===== src/design/aufr_pkg.sv =====
// Package for the addressed frame receiver: result status codes,
// sync bytes and the fixed framing constants. No dependencies.
package aufr_pkg;

    // Result status codes carried in the low bits of m_tuser.
    typedef enum logic [2:0] {
        ST_BUSY          = 3'd0,
        ST_DONE          = 3'd1,
        ST_BAD_SYNC0     = 3'd2,
        ST_BAD_SYNC1     = 3'd3,
        ST_ADDR_MISMATCH = 3'd4,
        ST_OVERLENGTH    = 3'd5
    } status_t;

    localparam logic [7:0]  SYNC0_BYTE = 8'h5A;
    localparam logic [7:0]  SYNC1_BYTE = 8'hA5;
    localparam logic [15:0] BCAST_LOW  = 16'hFFFF;

    // Byte positions inside a frame.
    localparam int POS_SYNC0     = 0;
    localparam int POS_SYNC1     = 1;
    localparam int POS_ADDR_FIRST = 2;
    localparam int POS_ADDR_LAST = 4;
    localparam int POS_LENGTH    = 8;

    // Header and trailer bytes around the payload, and the count at
    // which the length field has been seen.
    localparam int LEN_OFFSET    = 10;
    localparam int LEN_SEEN_CNT  = 9;
    localparam int SUM_W         = 9;

    localparam int DATA_W   = 8;
    localparam int POS_W    = 7;
    localparam int ADDR_W   = 24;

endpackage


===== src/design/addressed_uart_frame_receiver.sv =====
// Top level of the addressed frame receiver: byte deframer with sync,
// address and length checks. Depends on aufr_pkg.
//
// Usage: received bytes enter on the s_ stream channel, one byte per
// transaction. Every byte yields exactly one result transaction on the m_
// channel that echoes the byte with its position in the frame and a
// status (in progress, frame done, bad sync, address mismatch, overlength).
// The board address register is written through cfg_we / cfg_wdata; the user
// must write it only while no transaction is in flight. The block does not enforce this.
// The result is registered: a byte accepted at an edge is shown at m_tvalid
// right after that edge. Throughput is one byte per cycle while results are
// taken; the frame state and all checks sit in one stage between the input
// port and the result register, so the frame counter loop sets the rate.
// s_tready stays high while the result register is empty or being taken,
// so a stalled receiver holds one result and then stalls the sender.
// Reset (aresetn low, synchronous) clears the address register, the frame
// state and the result valid flag.
module addressed_uart_frame_receiver
    import aufr_pkg::*;
#(
    parameter int MAX_FRAME = 120
) (
    input  logic                aclk,
    input  logic                aresetn,
    // Configuration write: board address, byte 2 in bits 23:16.
    input  logic                cfg_we,
    input  logic [ADDR_W-1:0]   cfg_wdata,
    // Input stream.
    input  logic                s_tvalid,
    output logic                s_tready,
    input  logic [7:0]          s_tdata,    // [7:0] rx_byte
    // Result stream.
    output logic                m_tvalid,
    input  logic                m_tready,
    output logic [23:0]         m_tdata,    // [7:0] data_byte, [14:8] position,
                                            // [21:15] frame_length, [23:22] zero
    output logic [3:0]          m_tuser     // [2:0] status, [3] is_broadcast
);

    localparam int CNT_W = $clog2(MAX_FRAME + 1);

    logic [ADDR_W-1:0] board_addr_reg;
    logic [CNT_W-1:0]  count_reg, count_next;
    logic [ADDR_W-1:0] cap_reg, cap_next;
    logic [7:0]        len_reg, len_next;
    logic              bcast_reg, bcast_next;
    logic              m_valid_reg;
    logic [23:0]       m_data_reg, m_data_next;
    logic [3:0]        m_user_reg, m_user_next;

    logic              accept;
    logic [7:0]        rx_byte;
    logic [CNT_W-1:0]  cnt_inc;
    logic [ADDR_W-1:0] cap_shift;
    logic [SUM_W-1:0]  len_sum;
    status_t           status;
    logic [POS_W-1:0]  flen;
    logic              bcast_out;

    assign rx_byte  = s_tdata;
    assign s_tready = !m_valid_reg || m_tready;
    assign accept   = s_tvalid && s_tready;

    // Configuration register.
    always_ff @(posedge aclk) begin
        if (!aresetn) begin
            board_addr_reg <= '0;
        end else if (cfg_we) begin
            board_addr_reg <= cfg_wdata;
        end
    end

    // Frame checks for the byte on the input port.
    always_comb begin
        cnt_inc    = count_reg + CNT_W'(1);
        cap_shift  = cap_reg;
        len_next   = len_reg;
        bcast_next = bcast_reg;
        count_next = count_reg;
        cap_next   = cap_reg;
        status     = ST_BUSY;
        flen       = '0;
        bcast_out  = 1'b0;
        len_sum    = '0;

        if (count_reg == CNT_W'(POS_SYNC0) && rx_byte != SYNC0_BYTE) begin
            status     = ST_BAD_SYNC0;
            count_next = '0;
            cap_next   = '0;
            len_next   = '0;
            bcast_next = 1'b0;
        end else if (count_reg == CNT_W'(POS_SYNC1) && rx_byte != SYNC1_BYTE) begin
            status     = ST_BAD_SYNC1;
            count_next = '0;
            cap_next   = '0;
            len_next   = '0;
            bcast_next = 1'b0;
        end else begin
            if (count_reg >= CNT_W'(POS_ADDR_FIRST) && count_reg <= CNT_W'(POS_ADDR_LAST)) begin
                cap_shift = {cap_reg[ADDR_W-9:0], rx_byte};
            end
            if (count_reg == CNT_W'(POS_LENGTH)) begin
                len_next = rx_byte;
            end
            len_sum    = {1'b0, len_next} + SUM_W'(LEN_OFFSET);
            count_next = cnt_inc;
            cap_next   = cap_shift;

            // Address check once the last address byte is in.
            if (count_reg == CNT_W'(POS_ADDR_LAST)) begin
                if (cap_shift[15:0] == BCAST_LOW) begin
                    bcast_next = 1'b1;
                end else if (cap_shift != board_addr_reg) begin
                    status = ST_ADDR_MISMATCH;
                end
            end

            if (status == ST_ADDR_MISMATCH) begin
                count_next = '0;
                cap_next   = '0;
                len_next   = '0;
                bcast_next = 1'b0;
            end else begin
                bcast_out = bcast_next;
                if (cnt_inc >= CNT_W'(LEN_SEEN_CNT) && SUM_W'(cnt_inc) == len_sum) begin
                    status     = ST_DONE;
                    flen       = POS_W'(cnt_inc);
                    count_next = '0;
                    cap_next   = '0;
                    len_next   = '0;
                    bcast_next = 1'b0;
                end else if (cnt_inc >= CNT_W'(MAX_FRAME)) begin
                    status     = ST_OVERLENGTH;
                    count_next = '0;
                    cap_next   = '0;
                    len_next   = '0;
                    bcast_next = 1'b0;
                end
            end
        end

        m_data_next = {2'b00, flen, POS_W'(count_reg), rx_byte};
        m_user_next = {bcast_out, status};
    end

    // Frame state, updated on each accepted transaction.
    always_ff @(posedge aclk) begin
        if (!aresetn) begin
            count_reg <= '0;
            cap_reg   <= '0;
            len_reg   <= '0;
            bcast_reg <= 1'b0;
        end else if (accept) begin
            count_reg <= count_next;
            cap_reg   <= cap_next;
            len_reg   <= len_next;
            bcast_reg <= bcast_next;
        end
    end

    // Result register.
    always_ff @(posedge aclk) begin
        if (!aresetn) begin
            m_valid_reg <= 1'b0;
        end else if (s_tready) begin
            m_valid_reg <= s_tvalid;
        end
    end

    always_ff @(posedge aclk) begin
        if (accept) begin
            m_data_reg <= m_data_next;
            m_user_reg <= m_user_next;
        end
    end

    assign m_tvalid = m_valid_reg;
    assign m_tdata  = m_data_reg;
    assign m_tuser  = m_user_reg;

endmodule


===== config.mk =====
export PLATFORM = sky130hd
export DESIGN_NAME = addressed_uart_frame_receiver
export DESIGN_NICKNAME = d
export VERILOG_FILES = /design/src/design/aufr_pkg.sv /design/src/design/addressed_uart_frame_receiver.sv
export SDC_FILE = /design/constraint.sdc
export NUM_CORES = 1
export LEC_CHECK = 0
export BUFFER_PORTS_ARGS = -buffer_cell sky130_fd_sc_hd__buf_2
export CORE_ASPECT_RATIO = 1.5
export CORE_MARGIN = 2
export CORE_UTILIZATION = 35
export CTS_BUF_LIST = sky130_fd_sc_hd__clkbuf_4 sky130_fd_sc_hd__clkbuf_8
export DETAILED_ROUTE_END_ITERATION = 10
export PLACE_DENSITY_LB_ADDON = 0.15
export SLEW_MARGIN = 15
export SYNTH_ARGS = -nofsm -noshare
export SYNTH_HDL_FRONTEND = slang
export SYNTH_SLANG_ARGS = --single-unit

===== constraint.sdc =====
create_clock -name aclk -period 4.7 [get_ports aclk]
set_input_delay 0.705 -clock aclk [delete_from_list [all_inputs] [get_ports aclk]]
set_output_delay 0.705 -clock aclk [all_outputs]
set_load 0.02 [all_outputs]

==> results.sh, run 1 <==
export IMPL_drv_slew=0
export IMPL_fin_crit_ns=4.17
export IMPL_synth_edf_count=26
export IMPL_die_area_um2=14100
export IMPL_drcViolationCount=0
export IMPL_worstPathRequired_ns=4.97
export IMPL_holdCritPathClass="reg -> reg"
export IMPL_io_pins=67
export IMPL_seqPwrFrac=0.532
export IMPL_cap_violations=0
export IMPL_grt_ovfl_total=0
export IMPL_fp_dieW_um=97.6
export IMPL_status="finished, final reports clean"
export IMPL_port_buffers=64
export IMPL_startpoint_type="flop"
export IMPL_cts_sinks=91
export IMPL_final_cells=665
export IMPL_antenna_found_initial=0
export IMPL_cts_root_buffer="clkbuf_8"
export IMPL_vias=3636
export IMPL_crit_path_start="count_reg[0]$_SDFFE_PN0P_"
export IMPL_cp_arrival_ns=4.44
export IMPL_cts_resized=0
export IMPL_setup_violations=0
export IMPL_wl_per_cell_um=18.8
export IMPL_final_cell_mix="65 x dfxtp_1, 64 x buf_2, 31 x a22o_1, 29 x mux2i_1, 28 x inv_1"
export IMPL_fmax_mhz=240
export IMPL_grt_max_degree=36
export IMPL_regToRegStartpoint="count_reg[0]$_SDFFE_PN0P_"
export IMPL_start_util=0.356
export IMPL_worstSetupPathType="reg -> reg"
export IMPL_numCtsBuffers=9
export IMPL_power_frac_clock=0.376
export IMPL_grt_pass1_wl_mm=19.9
export IMPL_p_comb_frac=0.092
export IMPL_clk_path_buf_depth=2
export IMPL_track_usage=0.182
export IMPL_synth_cell_types=67
export IMPL_internal_power_uw=1190
export IMPL_rsz0062_at_grt="false"
export IMPL_post_dp_hpwl_mm=9.24
export IMPL_drtAntennaViolNets=0
export IMPL_drive_gt1_frac=0.196
export IMPL_first_iter_violations=153
export IMPL_async_flop_share=0
export IMPL_routed_via_density=5.47
export IMPL_p_per_area_nw_per_um2=305
export IMPL_grt_pass1_vias=3625
export IMPL_top_layer_used="met4"
export IMPL_post_cts_setup_buffers=0
export IMPL_ys_seq_area_frac=0.453
export IMPL_finalHoldViolCount=0
export IMPL_area_growth_pct=13.7
export IMPL_clk_pin_slew_ns=0.09
export IMPL_dieHeight_um=144
export IMPL_place_congestion=0.860
export IMPL_final_nets=543
export IMPL_core_um2=12900
export IMPL_critPathCaptureType="flop"
export IMPL_p_leak_uw=0.00204
export IMPL_switching_power_uw=403
export IMPL_wl_met1_mm=4.75
export IMPL_slew_limit_headroom=0.525
export IMPL_synth_area_um2=4590
export IMPL_antennaDiodeCount=0
export IMPL_wl_mm=12.5
export IMPL_setup_tns_ns=0
export IMPL_drtPass1Iterations=5
export IMPL_cts_hold_buf=0
export IMPL_skew_ns=0.00886
export IMPL_synth_warnings=0
export IMPL_cts_htree_levels=3
export IMPL_synth_cells=444
export IMPL_wl_met2_mm=6.79
export IMPL_ys_flop_type="dfxtp_1"
export IMPL_worstHoldStart="bcast_reg$_SDFFE_PN0P_"
export IMPL_place_area_um2=5000
export IMPL_worstMarginPinSlew_ns=0.712
export IMPL_clkLatencyLatePin_ns=0.37
export IMPL_n_fill_cell=1308
export IMPL_fin_area_um2=5220
export IMPL_dp_cells=649
export IMPL_critPathMaxFanout=24
export IMPL_avgSynthCellArea_um2=10.3
export IMPL_max_vdd_ir_drop_mv=0.127
export IMPL_ys_seq_elements=91
export IMPL_met3WireLength_um=514
export IMPL_tritoncts="built"
export IMPL_switching_share=0.253
export IMPL_finalCritPeriodShare=0.887
export IMPL_rows=51
export IMPL_layout_cells_most_common="dfxtp_1"
-- synth_stat cells (4+ instances only) --
library cell	count	area, um2
inv_1	28	105
buf_6	4	45.0
clkbuf_1	6	22.5
nor2b_1	26	163
nor2_1	16	60.1
mux2i_1	29	290
a21oi_1	6	30.0
xor2_1	22	193
xnor2_1	13	114
buf_2	5	25.0
buf_4	5	37.5
nand4_1	15	93.8
o22ai_1	8	50.1
edfxtp_1	26	781
nand3_1	9	45.0
a22o_1	31	272
nor4_1	7	43.8
nor3_1	9	45.0
ha_1	5	62.6
dfxtp_1	65	1300
nand2_1	20	75.1
o21ai_0	14	70.1
-- power groups by stage --
stage               clock network, uW  logic, uW  registers (uW)
global route                      648        159             852
finish                            600        146             848
CTS                               615        147             849
detailed placement                  0        147             867
global placement                    0        146             866
floorplan                           0       80.4             877
-- critical path: stages, from the launching register on --
cell      delay [ns]
dfxtp_1         0.42
inv_1           0.17
ha_1            0.24
nand3b_1        0.29
nor2_8          0.32
mux2_2          0.41
ha_1            0.25
nor2_1          0.10
o211ai_1        0.09
o211a_1         0.14
mux2_4          0.26
a2111o_1        0.60
nand2_2         0.27
nor4_4          0.06
buf_4           0.22
a22o_1          0.21
-- path summary, 6_finish.rpt --
path	end	slack, ns	cells past startpoint
worst max-delay path	cap_reg[20]$_SDFFE_PN0P_	0.53	15
worst min-delay path	bcast_reg$_SDFFE_PN0P_	0.46	2
worst max register to register	cap_reg[20]$_SDFFE_PN0P_	0.53	15
worst min register to register	bcast_reg$_SDFFE_PN0P_	0.46	2
-- stage by stage --
step,power [uW],setup slack (ns),hold WS [ns],utilization
floorplan,957,1.09,0.403,-
global placement,1010,0.677,0.446,0.388
detailed placement,1010,0.584,0.444,0.388
CTS,1610,0.550,0.467,0.405
global route,1660,0.270,0.510,0.405
finish,1590,0.529,0.460,0.405
-- per-layer routing --
layer	up-vias	track usage
li1	1759	-
met1	1728	0.188
met2	118	0.350
met3	31	0.0338
met4	0	0.0885
met5	-	0
-- kinds of logic (layout without fill, tap and decap cells) --
kind of cell / count (synthesis) / count (layout) / synth area share
AND/OR/NAND/NOR: 131 / 131 / 0.169
AO/OA/AOI/OAI: 96 / 96 / 0.165
flip-flops: 91 / 91 / 0.453
buffers and inverters: 50 / 111 / 0.0528
XOR/XNOR: 35 / 35 / 0.0667
multiplexers: 35 / 35 / 0.0787
adder cells (fa/ha/maj): 5 / 5 / 0.0136
other: 1 / 2 / 0.000816
-- area by class of cell --
cell class	instances	area, um2	area share
multi-input combinational	304	2270	0.435
tap	159	199	0.0381
timing repair buffer	67	343	0.0656
clock buffer	9	124	0.0237
sequential	91	2080	0.399
clock inverter	7	97.6	0.0187
inverter	28	105	0.0201
Power figures use the tool's default switching activity.
==> run 2: changes to the inputs <==
--- a/config.mk
+++ b/config.mk
@@ -6,6 +6,8 @@
 export NUM_CORES = 1
 export LEC_CHECK = 0
 export BUFFER_PORTS_ARGS = -buffer_cell sky130_fd_sc_hd__buf_2
+export CELL_PAD_IN_SITES_DETAIL_PLACEMENT = 0
+export CELL_PAD_IN_SITES_GLOBAL_PLACEMENT = 1
 export CORE_ASPECT_RATIO = 1.5
 export CORE_MARGIN = 2
 export CORE_UTILIZATION = 35
==> run 2 against run 1 <==
Compared with the run above: non-clock buffer count increased by 1; sequential power about the same; cell count increased by 0.15%; register-to-register slack about the same; sequential share of layout area increased by 0.11 points; critical path type unchanged; largest cell class unchanged.
==> results.sh, run 2 (synthesis gave the netlist of run 1 again) <==
export IMPL_switching_share=0.263
export IMPL_fin_crit_ns=4.18
export IMPL_worstPathCellList="inv_1 > ha_1 > nand3b_1 > nor2_8 > mux2_2 > ha_1 > nor2_1 > o211ai_1 > o211a_1 > mux2_4 > a2111o_1 > nand2_2 > nor4_4 > buf_4 > a22o_1"
export IMPL_grt_ovfl_total=0
export IMPL_final_cell_mix="65 x dfxtp_1, 64 x buf_2, 31 x a22o_1, 29 x mux2i_1, 28 x inv_1"
export IMPL_drv_slew=0
export IMPL_area_growth_pct=13.4
export IMPL_cts_hold_buf=0
export IMPL_n_fill_cell=1313
export IMPL_p_per_area_nw_per_um2=296
export IMPL_drive_gt1_frac=0.195
export IMPL_worstSetupPathType="reg -> reg"
export IMPL_dieHeight_um=144
export IMPL_post_place_ws_ns=0.563
export IMPL_slowest_delay_ns=0.60
export IMPL_port_buffers=64
export IMPL_track_usage=0.183
export IMPL_clk_path_buf_depth=2
export IMPL_cp_arrival_ns=4.44
export IMPL_layout_cells_most_common="dfxtp_1"
export IMPL_startpoint_type="flop"
export IMPL_internal_power_uw=1140
export IMPL_max_vdd_ir_drop_mv=0.112
export IMPL_setup_violations=0
export IMPL_post_dp_hpwl_mm=9.35
export IMPL_finalCritPeriodShare=0.890
export IMPL_io_pins=67
export IMPL_p_leak_uw=0.00204
export IMPL_antenna_found_initial=0
export IMPL_fmax_mhz=239
export IMPL_seqPwrFrac=0.550
export IMPL_drcViolationCount=0
export IMPL_cts_resized=0
export IMPL_holdCritPathClass="reg -> reg"
export IMPL_cts_root_buffer="clkbuf_8"
export IMPL_path_delay_family="simple AND/OR/NAND/NOR gates"
export IMPL_worstPathRequired_ns=4.96
export IMPL_clk_pin_slew_ns=0.10
export IMPL_finalHoldViolCount=0
export IMPL_rows=51
export IMPL_start_util=0.356
export IMPL_setup_tns_ns=0
export IMPL_wl_mm=12.6
export IMPL_cts_sinks=91
export IMPL_critPathMaxFanout=24
export IMPL_rsz0062_at_grt="false"
export IMPL_grt_pass1_wl_mm=19.9
export IMPL_routed_via_density=5.44
export IMPL_post_cts_setup_buffers=0
export IMPL_cap_violations=0
export IMPL_power_frac_clock=0.356
export IMPL_worstMarginPinSlew_ns=0.836
export IMPL_drtAntennaViolNets=0
export IMPL_skew_ns=0.0120
export IMPL_drtPass1Iterations=4
export IMPL_crit_slowest_cell="a2111o_1"
export IMPL_switching_power_uw=405
export IMPL_clkLatencyLatePin_ns=0.37
export IMPL_core_um2=12900
export IMPL_place_congestion=0.854
export IMPL_cp_num_buf_inv=2
export IMPL_antennaDiodeCount=0
export IMPL_vias=3623
export IMPL_p_comb_frac=0.094
export IMPL_first_iter_violations=155
export IMPL_slew_limit_headroom=0.428
export IMPL_grt_max_degree=36
export IMPL_wl_per_cell_um=18.9
export IMPL_numCtsBuffers=9
export IMPL_tritoncts="built"
export IMPL_fp_dieW_um=97.6
export IMPL_final_nets=544
export IMPL_critPathCaptureType="flop"
export IMPL_grt_pass1_vias=3621
export IMPL_setup_slack_ns=0.519
export IMPL_die_area_um2=14100
export IMPL_final_util=0.404
export IMPL_cts_htree_levels=3
export IMPL_finalPower_uw=1540
export IMPL_status="finished, final reports clean"
export IMPL_cp_common_cell="ha_1"
[run 2: cell types whose count changed in the layout (fill, tap and decap cells not counted)]
cell	change
buf_4	+1
bufinv_16	-1
inv_4	-2
clkinv_1	+1
clkinv_4	+2
[run 2: through the flow]
step | std cells | area, um2 | hold slack (ns)
final | 666 | 5210 | 0.476
after global routing | 666 | 5210 | 0.506
after CTS | 666 | 5210 | 0.479
after detailed placement | 650 | 5010 | 0.461
after global placement | 650 | 5010 | 0.435
after floorplan | 445 | 4600 | 0.403
[run 2: layout make-up]
type	count	area [um2]	area share
multi-input cells	304	2270	0.436
clock inverters	7	76.3	0.0146
inverters	28	105	0.0202
repair buffers	68	350	0.0672
well taps	159	199	0.0382
flip-flops and latches	91	2080	0.400
clock buffers	9	124	0.0238
[run 2: worst reg2reg max path, stage by stage (launching register included)]
cell	delay, ns
dfxtp_1	0.42
inv_1	0.18
ha_1	0.23
nand3b_1	0.29
nor2_8	0.32
mux2_2	0.41
ha_1	0.25
nor2_1	0.09
o211ai_1	0.08
o211a_1	0.14
mux2_4	0.26
a2111o_1	0.60
nand2_2	0.28
nor4_4	0.06
buf_4	0.22
a22o_1	0.22
[run 2: final timing paths]
kind	slack [ns]	cells past startpoint	start	to
worst max-delay path	0.52	15	count_reg[0]$_SDFFE_PN0P_	cap_reg[23]$_SDFFE_PN0P_
worst min-delay path	0.48	2	bcast_reg$_SDFFE_PN0P_	bcast_reg$_SDFFE_PN0P_
worst max register to register	0.52	15	count_reg[0]$_SDFFE_PN0P_	cap_reg[23]$_SDFFE_PN0P_
worst min register to register	0.48	2	bcast_reg$_SDFFE_PN0P_	bcast_reg$_SDFFE_PN0P_
[run 2: power by group through the flow]
stage                     combinational (uW)  sequential, uW  clock (uW)
after floorplan                         80.4             877           0
after CTS                                147             849         565
after detailed placement                 146             867           0
final                                    145             848         548
after global routing                     159             852         595
after global placement                   145             867           0
[run 2: per-layer routing]
layer	track usage	routed length, um	vias up
met5	0	0	-
met4	0.0826	429	0
met3	0.0285	480	26
met2	0.350	6940	105
met1	0.196	4720	1736
li1	-	-	1756
==> run 3: changes to the inputs <==
--- a/config.mk
+++ b/config.mk
@@ -5,12 +5,13 @@
 export SDC_FILE = /design/constraint.sdc
 export NUM_CORES = 1
 export LEC_CHECK = 0
+export ABC_AREA = 1
 export BUFFER_PORTS_ARGS = -buffer_cell sky130_fd_sc_hd__buf_2
 export CELL_PAD_IN_SITES_DETAIL_PLACEMENT = 0
 export CELL_PAD_IN_SITES_GLOBAL_PLACEMENT = 1
 export CORE_ASPECT_RATIO = 1.5
 export CORE_MARGIN = 2
-export CORE_UTILIZATION = 35
+export CORE_UTILIZATION = 43
 export CTS_BUF_LIST = sky130_fd_sc_hd__clkbuf_4 sky130_fd_sc_hd__clkbuf_8
 export DETAILED_ROUTE_END_ITERATION = 10
 export PLACE_DENSITY_LB_ADDON = 0.15
==> run 3 against run 2 <==
Compared with the run above: clock power decreased by 9.3%; area after synthesis increased by 15%; critical path depth increased by 4; critical endpoint is now m_tuser[3]$_SDFFCE_PP0P_.
==> results.sh, run 3 <==
export IMPL_status="finished, final reports clean"
export IMPL_switching_power_uw=378
export IMPL_synth_warnings=0
export IMPL_final_nets=896
export IMPL_synth_area_um2=5280
export IMPL_fmax_mhz=272
export IMPL_synth_common_cells="188 x nor2_1, 185 x nand2_1, 85 x inv_1, 83 x nand3_1, 65 x dfxtp_1"
export IMPL_post_dp_hpwl_mm=10.2
export IMPL_synth_most_common_cell="nor2_1"
export IMPL_grt_pass1_wl_mm=24.1
export IMPL_io_pins=67
export IMPL_synth_edf_count=26
export IMPL_vias=5201
export IMPL_top_layer_used="met4"
export IMPL_finalCritPeriodShare=0.783
export IMPL_p_leak_uw=0.00265
export IMPL_max_vdd_ir_drop_mv=0.145
export IMPL_synth_cell_types=32
export IMPL_crit_slowest_cell="dfxtp_1"
export IMPL_slowest_delay_ns=0.53
export IMPL_antenna_found_initial=0
export IMPL_critPathMaxFanout=36
export IMPL_worstMarginPinSlew_ns=0.791
export IMPL_wl_mm=14.6
export IMPL_rsz0062_at_grt="false"
export IMPL_grt_ovfl_total=0
export IMPL_rows=49
export IMPL_drtAntennaViolNets=0
export IMPL_drive_gt1_frac=0.118
export IMPL_worstSetupPathType="reg -> reg"
export IMPL_fin_crit_ns=3.68
export IMPL_skew_ns=0.0134
export IMPL_synthAdderAreaFrac=0.0119
export IMPL_cp_num_buf_inv=4
export IMPL_avgSynthCellArea_um2=6.53
export IMPL_slew_limit_headroom=0.471
export IMPL_cap_violations=0
export IMPL_drcViolationCount=0
export IMPL_clk_path_buf_depth=2
export IMPL_area_growth_pct=10.0
export IMPL_place_area_um2=5640
export IMPL_wl_per_cell_um=14.4
export IMPL_final_cells=1011
export IMPL_port_buffers=64
export IMPL_track_usage=0.231
export IMPL_synth_area_top_cells="dfxtp_1 25%, edfxtp_1 15%, nor2_1 13%, nand2_1 13%, nand3_1 7.9%"
export IMPL_async_flop_share=0
export IMPL_critPathCaptureType="flop"
export IMPL_crit_path_start="count_reg[0]$_SDFFE_PN0P_"
export IMPL_cts_root_buffer="clkbuf_8"
export IMPL_synthSimpleGateAreaFrac=0.416
export IMPL_dp_cells=996
export IMPL_wl_met2_mm=7.51
export IMPL_routed_via_density=5.14
export IMPL_power_frac_clock=0.339
export IMPL_ys_seq_elements=91
export IMPL_synth_top_family_by_area="simple AND/OR/NAND/NOR gates"
export IMPL_cts_sinks=91
export IMPL_p_per_area_nw_per_um2=253
export IMPL_worstHoldStart="bcast_reg$_SDFFE_PN0P_"
export IMPL_path_delay_family="simple AND/OR/NAND/NOR gates"
export IMPL_worstPathRequired_ns=4.89
export IMPL_grt_pass1_vias=4919
export IMPL_ys_seq_area_frac=0.394
export IMPL_p_comb_frac=0.087
export IMPL_dieHeight_um=140
export IMPL_seqPwrFrac=0.574
export IMPL_first_iter_violations=267
export IMPL_antennaDiodeCount=0
export IMPL_cts_htree_levels=3
export IMPL_met3WireLength_um=487
export IMPL_muxShareOfSynthArea=0
export IMPL_layout_cells_most_common="nor2_1"
export IMPL_numCtsBuffers=9
export IMPL_synth_cells=808
export IMPL_internal_power_uw=1090
export IMPL_fp_dieW_um=94.5
export IMPL_ys_flop_type="dfxtp_1"
export IMPL_die_area_um2=13200
export IMPL_clk_pin_slew_ns=0.09
export IMPL_yosys_area_top_type="dfxtp_1"
export IMPL_wl_met1_mm=6.17
export IMPL_setup_tns_ns=0
export IMPL_cts_hold_buf=0
export IMPL_finalPower_uw=1470
export IMPL_fin_area_um2=5810
export IMPL_n_fill_cell=1330
export IMPL_synth_compound_area_frac=0.0612
export IMPL_grt_max_degree=42
export IMPL_place_congestion=0.854
export IMPL_startpoint_type="flop"
export IMPL_holdCritPathClass="reg -> reg"
export IMPL_start_util=0.439
export IMPL_switching_share=0.258
export IMPL_worstPathCellList="inv_1 > ha_1 > inv_1 > nand2_1 > nand4_2 > buf_4 > nand2_2 > buf_12 > nand2_1 > nand2_1 > nand2_1 > nand2_1 > nor2_1 > nand2_1 > nor2_1 > nand3_1 > nand2_2 > nand2_4 > nor3b_1"
export IMPL_synth_top_cell_area_share=0.247
export IMPL_setup_violations=0
export IMPL_regToRegStartpoint="count_reg[0]$_SDFFE_PN0P_"
export IMPL_drtPass1Iterations=5
export IMPL_cp_arrival_ns=3.87
export IMPL_post_cts_setup_buffers=0
export IMPL_drv_slew=0
export IMPL_clkLatencyLatePin_ns=0.37
export IMPL_cp_common_cell="nand2_1"
export IMPL_core_um2=12000
export IMPL_cts_resized=0
export IMPL_synth_xor_area_frac=0.00830
export IMPL_tritoncts="built"
export IMPL_final_cell_mix="188 x nor2_1, 185 x nand2_1, 85 x inv_1, 83 x nand3_1, 65 x dfxtp_1"
export IMPL_finalHoldViolCount=0
## run 3: area by class of cell
class / count / area (um2) / share of cell area
Clock buffer: 12 / 153 / 0.0263
Clock inverter: 3 / 16.3 / 0.00280
Inverter: 93 / 349 / 0.0601
Multi-Input combinational cell: 588 / 2630 / 0.453
Sequential cell: 91 / 2080 / 0.359
Tap cell: 153 / 191 / 0.0330
Timing Repair Buffer: 71 / 385 / 0.0664
## run 3: cell families (layout without fill, tap and decap cells)
family / Yosys count / count (layout)
AO/OA/AOI/OAI: 64 / 64
XOR/XNOR: 5 / 5
adder cells (fa/ha/maj): 5 / 5
AND/OR/NAND/NOR: 512 / 512
other: 1 / 2
buffers and inverters: 130 / 179
flip-flops: 91 / 91
## run 3: final timing paths
kind	endpoint	slack, ns	cells past startpoint
max	m_tuser[3]$_SDFFCE_PP0P_	1.02	19
min	bcast_reg$_SDFFE_PN0P_	0.47	2
max reg2reg	m_tuser[3]$_SDFFCE_PP0P_	1.02	19
min reg2reg	bcast_reg$_SDFFE_PN0P_	0.47	2
## run 3: routing by layer
layer / GRT usage / up-vias
met4: 0.0938 / 0
met2: 0.416 / 115
met1: 0.273 / 2392
met5: 0 / -
met3: 0.0271 / 24
li1: - / 2670
## run 3: worst reg2reg max path, stage by stage (launching register included)
cell     delay (ns)
dfxtp_1        0.53
inv_1          0.17
ha_1           0.23
inv_1          0.05
nand2_1        0.06
nand4_2        0.07
buf_4          0.35
nand2_2        0.25
buf_12         0.24
nand2_1        0.10
nand2_1        0.12
nand2_1        0.08
nand2_1        0.04
nor2_1         0.10
nand2_1        0.06
nor2_1         0.18
nand3_1        0.17
nand2_2        0.13
nand2_4        0.26
nor3b_1        0.30
## run 3: power groups by stage
| stage | logic (uW) | clock network, uW | registers [uW] |
|---|---|---|---|
| after CTS | 130 | 506 | 842 |
| after global placement | 128 | 0 | 859 |
| final | 128 | 497 | 842 |
| after floorplan | 66.5 | 0 | 874 |
| after detailed placement | 129 | 0 | 860 |
| after global routing | 145 | 532 | 845 |
## run 3: metrics by stage
step | util | setup slack [ns] | hold WS, ns
finish | 0.483 | 1.02 | 0.474
global route | 0.483 | 0.666 | 0.478
CTS | 0.483 | 1.02 | 0.468
detailed placement | 0.469 | 1.07 | 0.455
global placement | 0.469 | 1.06 | 0.452
floorplan | - | 1.99 | 0.442
